## config.mk

```make
export PLATFORM = sky130hd
export DESIGN_NAME = v4r_merge
export DESIGN_NICKNAME = d
export VERILOG_FILES = /design/src/v4r_pkg.sv /design/src/v4r_merge.sv
export SDC_FILE = /design/constraint.sdc
export NUM_CORES = 1
export LEC_CHECK = 0
export BUFFER_PORTS_ARGS = -buffer_cell sky130_fd_sc_hd__buf_2
export CAP_MARGIN = 20
export CORE_AREA = 3 3 247 249
export DETAILED_ROUTE_END_ITERATION = 12
export DIE_AREA = 0 0 250 252
export PLACE_DENSITY_LB_ADDON = 0.3
export REMOVE_ABC_BUFFERS = 1
export SKIP_LAST_GASP = 1
export SLEW_MARGIN = 25
export SYNTH_ARGS = -nofsm -noshare
export SYNTH_HDL_FRONTEND = slang
export SYNTH_SLANG_ARGS = --single-unit
```

## constraint.sdc

```tcl
create_clock -name clk -period 5.5 [get_ports clk]
set_clock_uncertainty 0.1 [all_clocks]
set_input_delay 1.1 -clock clk [delete_from_list [all_inputs] [get_ports clk]]
set_output_delay 1.1 -clock clk [all_outputs]
set_load 0.01 [all_outputs]
```

## src/v4r_pkg.sv

```systemverilog
// Shared widths, types and pipeline depth for the 4-component reflection unit.
// Used by every module of the block; depends on nothing.
`default_nettype none

package v4r_pkg;

    localparam int LANES = 4;
    localparam int DW = 32;
    localparam int PW = 64;
    localparam int DOTW = 66;
    localparam int MAGW = 65;
    localparam int NUMW = 97;
    localparam int QW = 34;
    localparam int REMW = 65;
    localparam int CW = QW + 1;
    localparam int RW = CW + 1;
    localparam int LANE_STAGES = QW + 4;
    localparam int PIPE_DEPTH = LANE_STAGES + 3;

    typedef logic signed [DW-1:0] word_t;
    typedef logic signed [PW-1:0] sprod_t;
    typedef logic [PW-1:0] uprod_t;

    typedef struct packed {
        logic [MAGW-1:0] mag;
        logic [MAGW-1:0] dnn;
        logic            neg;
        logic            zero;
    } dot_t;

    typedef struct packed {
        word_t           v;
        logic            nneg;
        logic            neg;
        logic            zero;
        logic [MAGW-1:0] d;
    } side_t;

endpackage

`default_nettype wire

```

## src/v4r_merge.sv

```systemverilog
// Merging stage: sums the lane products into dot(v,n) and dot(n,n), then
// splits dot(v,n) into sign and magnitude. Depends on v4r_pkg.
`default_nettype none

module v4r_merge (
    input  wire logic            clk,
    input  wire logic            en,
    input  wire v4r_pkg::sprod_t prod_vn [v4r_pkg::LANES],
    input  wire v4r_pkg::uprod_t prod_nn [v4r_pkg::LANES],
    output v4r_pkg::dot_t        dot
);
    import v4r_pkg::*;

    logic signed [DOTW-1:0] dvn_reg;
    logic signed [DOTW-1:0] dvn_next;
    logic [MAGW-1:0] dnn_reg;
    logic [MAGW-1:0] dnn_next;
    logic [DOTW-1:0] dvn_abs;
    dot_t dot_reg;
    dot_t dot_next;

    always_comb
    begin
        dvn_next = '0;
        dnn_next = '0;
        for (int i = 0; i < LANES; i++)
        begin
            dvn_next = dvn_next + DOTW'(prod_vn[i]);
            dnn_next = dnn_next + MAGW'(prod_nn[i]);
        end
    end

    always_comb
    begin
        dvn_abs = dvn_reg[DOTW-1] ? (~dvn_reg + 1'b1) : dvn_reg;
        dot_next.mag = dvn_abs[MAGW-1:0];
        dot_next.dnn = dnn_reg;
        dot_next.neg = dvn_reg[DOTW-1];
        dot_next.zero = (dnn_reg == '0);
    end

    always_ff @(posedge clk)
    begin
        if (en)
        begin
            dvn_reg <= dvn_next;
            dnn_reg <= dnn_next;
            dot_reg <= dot_next;
        end
    end

    assign dot = dot_reg;

endmodule

`default_nettype wire

```

==> results of run 1 <==
## Yosys cell counts (all sizes together) (3+ instances only)
cell type / number / area [um2]
a31o: 3 / 26.28
nand3b: 3 / 22.52
and2: 10 / 62.56
nor2b: 8 / 50.05
o31ai: 27 / 221.5
a2bb2oi: 3 / 26.28
a221o: 4 / 40.04
xnor2: 138 / 1209
a22oi: 3 / 22.52
and3: 17 / 106.4
a311oi: 3 / 26.28
o2111a: 3 / 33.78
o41ai: 11 / 115.1
a41oi: 4 / 35.03
o21a: 17 / 127.6
o211ai: 13 / 97.59
a2111oi: 4 / 35.03
nor2: 74 / 285.3
clkbuf: 46 / 172.7
nor3: 28 / 140.1
nand4: 34 / 227.7
o21ai: 115 / 575.6
edfxtp: 263 / 7898
o21bai: 24 / 180.2
or4: 14 / 112.6
xor2: 42 / 367.9
ha: 130 / 1627
nor3b: 3 / 22.52
a21o: 68 / 510.5
nand2b: 11 / 76.32
or2: 11 / 71.32
o311ai: 5 / 43.79
and4: 4 / 35.03
nor4: 20 / 125.1
a21oi: 170 / 850.8
nand2: 142 / 535.5
a31oi: 17 / 106.4
a21boi: 9 / 67.56
nand3: 25 / 125.1
o211a: 3 / 30.03
fa: 257 / 5145
inv: 711 / 2669
a211oi: 13 / 97.59
or3: 8 / 55.05
## worst reg2reg max path: stages (launching register included)
cell and delay, ns:
edfxtp_1 0.45, or4_1 0.59, nor3_1 0.69, nand4_1 0.47
nor2_1 0.26, nand2_1 0.15, nor2_1 0.27, nand2_1 0.20
o41ai_1 0.42, xnor2_1 0.10
## cell type report
| cell class | count | area [um2] |
|---|---|---|
| timing repair buffer | 717 | 3791 |
| sequential | 263 | 7898 |
| inverter | 711 | 2669 |
| antenna | 1 | 2.502 |
| multi-input combinational | 1522 | 13890 |
| clock inverter | 18 | 143.9 |
| clock buffer | 30 | 708.2 |
| fill | 5553 | 28840 |
| tap | 773 | 967.2 |
## metal layers
metal	part of all wire, %	vias up	wire length, um	GRT usage [%]
met5	0	-	0	0
met4	3.4	0	2400	7.038
met3	5.7	112	3968	3.464
met2	51	614	35380	38.98
met1	40	9335	27960	26.10
li1	-	9705	-	-
## power groups by stage
stage | combinational, W | sequential (W) | clock [W]
after CTS | 0.00703 | 0.00415 | 0.00181
after detailed placement | 0.00700 | 0.00418 | 0
after global placement | 0.00696 | 0.00417 | 0
after floorplan | 0.00430 | 0.00427 | 0
after global routing | 0.00777 | 0.00424 | 0.00189
final | 0.00700 | 0.00414 | 0.00177
## stage by stage
stage,cell area [um2],util (%)
3_3_place_gp,29210,49.59
3_5_place_dp,29210,49.59
4_1_cts,30070,51.04
6_report,30070,51.04
5_1_grt,30070,51.04
2_1_floorplan,24450,-
## path summary, 6_finish.rpt
kind / slack [ns] / to / cells after the start / startpoint
max: 0.35 / dvn_reg[65]$_DFFE_PP_ / 17 / prod_vn[1]
min reg2reg: 0.34 / dot[19]$_DFFE_PP_ / 0 / dnn_reg[17]$_DFFE_PP_
max reg2reg: 1.56 / dot[131]$_DFFE_PP_ / 9 / dvn_reg[15]$_DFFE_PP_
min: 0.34 / dot[19]$_DFFE_PP_ / 0 / dnn_reg[17]$_DFFE_PP_
## layout by cell type, fill, tap and decap left out, types with 9 or more instances in the layout
cell	synthesis	layout
or2_2	10	10
buf_2	0	644
nor4_1	20	20
nand4_1	33	33
nor2_1	73	73
inv_1	711	711
o31ai_1	25	25
o41ai_1	10	10
or4_1	12	12
a21oi_1	170	170
edfxtp_1	263	263
nand2b_1	10	10
o21a_1	17	17
o211ai_1	13	13
o21bai_1	24	24
nand2_1	141	141
buf_4	0	71
and3_1	17	17
a31oi_1	17	17
clkbuf_16	0	28
xnor2_1	138	138
ha_1	130	130
fa_1	257	257
nand3_1	25	25
a21boi_0	9	9
a211oi_1	13	13
a21o_1	68	68
o21ai_0	115	115
xor2_1	42	42
nor3_1	28	28
and2_1	10	10
## cell families after synthesis
kind of cell               count (synthesis)  share of synthesized area [%]
xor gates and xnor gates                 180                          6.401
AOI/OAI and AO/OA                        536                          13.90
and+or+nand+nor                          418                          8.556
adders and majority gates                387                          27.50
DFF                                      263                          32.07
buffers and inverters                    757                          11.54
muxes                                      1                        0.04065
==> flow_summary.ini, run 1 <==
[critical_path]
max_stage_delay_ns = 0.53
criticalPathCategory = input pin to flip-flop
path_max_fanout = 4
crit_arrival_ns = 5.37
crit_top_cell = fa_1
cpLargestDelayFamily = compound AO/OA/AOI/OAI gates
worstSetupEndpointType = flip-flop
critPathLaunchType = input pin
crit_slowest_cell = fa_1
crit_required_ns = 5.72
path_buf_inv = 4
worstPathCellList = buf_2 -> inv_1 -> fa_1 -> inv_1 -> fa_1 -> ha_1 -> fa_1 -> a211oi_1 -> o211a_1 -> or4_1 -> a21oi_1 -> a31oi_1 -> o211ai_1 -> buf_4 -> a41o_1 -> a311oi_1 -> xnor2_1

[place]
place_ws_ns = -0.1634
routabilityCongestion = 0.9380
hpwl_um = 60610
numPortBuffers = 645
placedCellCount = 3986

[floorplanning]
fp.dieW_um = 250
core_um2 = 58910
initial_core_util_pct = 41.81
row_count = 89
die_h_um = 252
io_pins = 646
die_area_um2 = 63000

[timing]
finalSetupViolCount = 0
rsz0062_at_grt = false
worst_pin_slew_ns = 0.9607
fin_setup_tns_ns = 0
slew_viol_final = 0
hold_viol = 0
period_share_pct = 93.62
final.setup.worst_slack_ns = 0.3511
period_minus_slack_ns = 5.149
fmax_mhz = 194.2
hold_slack_ns = 0.3429
slew_headroom_pct = 34.30

[final_layout]
largest_reg_flops = 132
fin_cells = 4035
drive_gt1_share_pct = 23.95
fin_nets = 4144
syn2layout_area_growth_pct = 22.09

[clock_tree]
root_buffer = clkbuf_16
hold_buffers = 0
cts_max_level = 1
clk_pin_slew_ns = 0.06
worst_skew_pair.late_latency_ns = 0.57
clock-sinks = 263
cts_tree = built
cts-buffers-inserted = 28
cts_resized = 0
clockBufferDepth = 3
post_cts_buffers = 0

[pwr]
p_comb_share_pct = 54.2
static-leakage-power_nw = 15.12
switching_share_pct = 41.27
total_power_w = 0.01291
pwr-share-seq_pct = 32.1
power.switching_w = 0.005328
internal_power_w = 0.007581
p_clk_share_pct = 13.7
ir_drop_mv = 0.2097
power.density_nw_per_um2 = 429.4

[global_route]
grt_pass1_wl_um = 106600
grt_pass1_vias = 20210
grt_use_total_pct = 21.48
grt_start_max_net_pins = 111
grt.overflow.total = 0
antenna_found_initial = 1

[synthesis]
netlist_area_um2 = 24630
synth_cells = 2542
synth_edf_count = 263
synth_flop_cell = edfxtp_1
async_flop_share_pct = 0
yosys_warnings = 0
ys_ff_latch = 263
syn_area_per_cell_um2 = 9.688
seq_area_frac_synth_pct = 32.07
synth.distinct_cells = 72

[drt]
firstDrtPassIters = 7
wl_um = 69710
via_count = 19770
drtIter0Drc = 1157
routed_via_density = 4.899
drt-wirelength-per-cell_um = 17.28
drcViolationCount = 0
ant_nets = 0

[job]
maxCapViolCount = 0

[status]
status = finished clean

[min_path]
min_path_type = flip-flop to flip-flop
(Power assumes the default switching activity.)
==> run 2, diff against run 1 <==
--- a/config.mk
+++ b/config.mk
@@ -5,11 +5,12 @@
 export SDC_FILE = /design/constraint.sdc
 export NUM_CORES = 1
 export LEC_CHECK = 0
+export ABC_AREA = 1
 export BUFFER_PORTS_ARGS = -buffer_cell sky130_fd_sc_hd__buf_2
 export CAP_MARGIN = 20
-export CORE_AREA = 3 3 247 249
+export CORE_AREA = 3 3 253 255
 export DETAILED_ROUTE_END_ITERATION = 12
-export DIE_AREA = 0 0 250 252
+export DIE_AREA = 0 0 256 258
 export PLACE_DENSITY_LB_ADDON = 0.3
 export REMOVE_ABC_BUFFERS = 1
 export SKIP_LAST_GASP = 1
==> flow_summary.ini, run 2 <==
[critical_path]
crit_required_ns = 5.66
path_max_fanout = 4
max_stage_delay_ns = 0.52
worstSetupEndpointType = flip-flop
reg2reg_slack_ns = 3.14
criticalPathCategory = input pin to flip-flop
reg2reg_depth = 11
critPathLaunchType = input pin
worstPathCellList = buf_2 -> fa_1 -> fa_1 -> ha_1 -> inv_1 -> fa_1 -> inv_1 -> nand3_1 -> nand2_1 -> nand2_1 -> nand2_1 -> nand2_1 -> nand3_1 -> nand3_1 -> nand3_1 -> nand2_1
crit_slowest_cell = fa_1
timing.rr.end = dot[131]$_DFFE_PP_
crit_arrival_ns = 4.39
reg2reg_from = dvn_reg[0]$_DFFE_PP_
crit_top_cell = nand2_1

[floorplanning]
die_area_um2 = 66050
io_pins = 646
die_h_um = 258
core_um2 = 61830
fp.dieW_um = 256
row_count = 91
initial_core_util_pct = 47.99

[clock_tree]
cts_max_level = 1
cts_tree = built
clockBufferDepth = 3
worst_skew_pair.late_latency_ns = 0.58
clock-sinks = 263
clk_pin_slew_ns = 0.06
post_cts_buffers = 0
hold_buffers = 0
cts-buffers-inserted = 27
cts_resized = 0
root_buffer = clkbuf_16

[synthesis]
syn_area_per_cell_um2 = 6.891
synth_flop_cell = edfxtp_1
seq_area_frac_synth_pct = 26.62
synth.top_cells.by_count = nand2_1, inv_1, nor2_1
yosysMostFrequentCell = nand2_1
netlist_area_um2 = 29670
synth_area_leaders = edfxtp_1, nand2_1, inv_1, fa_1, ha_1
synth.distinct_cells = 35
async_flop_share_pct = 0
yosys.area.top_type = edfxtp_1
ys_ff_latch = 263
synth_top_area_share_pct = 26.62
synth_edf_count = 263
synth_cells = 4306
yosys_warnings = 0

[timing]
fmax_mhz = 236.6
slew_viol_final = 0
period_share_pct = 76.84
slew_headroom_pct = 50.03
fin_setup_tns_ns = 0
rsz0062_at_grt = false
finalSetupViolCount = 0
hold_viol = 0
period_minus_slack_ns = 4.226
worst_pin_slew_ns = 0.7496

[pwr]
p_clk_share_pct = 13.1
static-leakage-power_nw = 20.84
power.switching_w = 0.006665
power.density_nw_per_um2 = 394.8
p_comb_share_pct = 57.6
pwr-share-seq_pct = 29.3
ir_drop_mv = 0.2448
internal_power_w = 0.007090
switching_share_pct = 48.46

[min_path]
whs_path_depth = 0
min_from = dnn_reg[64]$_DFFE_PP_
min_path_type = flip-flop to flip-flop
hold-path-endpoint = dot[66]$_DFFE_PP_

[global_route]
grt_pass1_vias = 26780
grt_use_total_pct = 27.27
grt_start_max_net_pins = 89
grt.overflow.total = 0
antenna_found_initial = 1
grt_pass1_wl_um = 141500

[status]
status = finished clean

[drt]
wl_um = 91150
firstDrtPassIters = 6
drtIter0Drc = 1327
routed_via_density = 4.612
ant_nets = 0
drcViolationCount = 0
via_count = 26910
drt-wirelength-per-cell_um = 15.62

[final_layout]
fin_cells = 5836
final_common_cell = nand2_1
fin_nets = 5879
final_cell_mix = nand2_1, inv_1, buf_2, nor2_1, edfxtp_1
design_area_um2 = 34840
drive_gt1_share_pct = 14.51
largest_reg_flops = 132
syn2layout_area_growth_pct = 17.41

[place]
hpwl_um = 81160
routabilityCongestion = 0.9594
placedCellCount = 5786
numPortBuffers = 645
dpl_cell_area_um2 = 33980

[job]
maxCapViolCount = 0
## run 2: metrics by stage
stage	total power, W	setup WS (ns)	utilization [%]	hold WS (ns)
after floorplan	0.009014	1.589	-	0.3264
after global placement	0.01188	0.7334	54.95	0.3312
after detailed placement	0.01194	0.7507	54.95	0.3343
after CTS	0.01379	1.336	56.35	0.3486
after global routing	0.01498	1.224	56.35	0.3524
final	0.01375	1.274	56.35	0.3463
## run 2: cell type report
class	instances	area, um2
antenna	1	2.502
clock buffer	31	690.7
clock inverter	18	170.2
fill	6187	26990
inverter	1408	5285
multi-input combinational	2627	16450
sequential	263	7898
tap	837	1047
timing repair buffer	651	3296
## run 2: cell families after synthesis
kind of cell,share of synthesized area (%)
simple gates,27.01
buf+inv,17.95
compound gates,2.180
flops,26.62
xor+xnor,3.424
fa+ha+maj,22.82
## run 2: worst max-delay path by stage
stage,start,endpoint,slack (ns)
2_1_floorplan,prod_vn[1],dvn_reg[53]$_DFFE_PP_,1.59
3_3_place_gp,prod_nn[1],dnn_reg[41]$_DFFE_PP_,0.73
3_5_place_dp,prod_nn[1],dnn_reg[41]$_DFFE_PP_,0.75
4_1_cts,prod_nn[1],dnn_reg[41]$_DFFE_PP_,1.34
5_1_grt,prod_nn[1],dnn_reg[41]$_DFFE_PP_,1.22
6_report,prod_nn[1],dnn_reg[41]$_DFFE_PP_,1.27
## run 2: power groups by stage
stage | logic (W) | clock network (W) | registers [W]
6_report | 0.00792 | 0.00180 | 0.00403
5_1_grt | 0.00895 | 0.00193 | 0.00410
4_1_cts | 0.00790 | 0.00185 | 0.00404
3_5_place_dp | 0.00786 | 0 | 0.00407
3_3_place_gp | 0.00781 | 0 | 0.00407
2_1_floorplan | 0.00502 | 0 | 0.00400
## run 2: worst max-delay path, delay by kind of cell
kind	cells	cell delay, ns
fa+ha+maj	4	1.67
buf+inv	3	0.29
simple gates	9	1.33
## run 2: routing by layer
layer	vias up	part of all wire, %	global-route usage, %
li1	13740	-	-
met1	12260	40	32.91
met2	791	52	51.42
met3	123	5.3	2.922
met4	0	2.9	7.539
met5	-	0	0
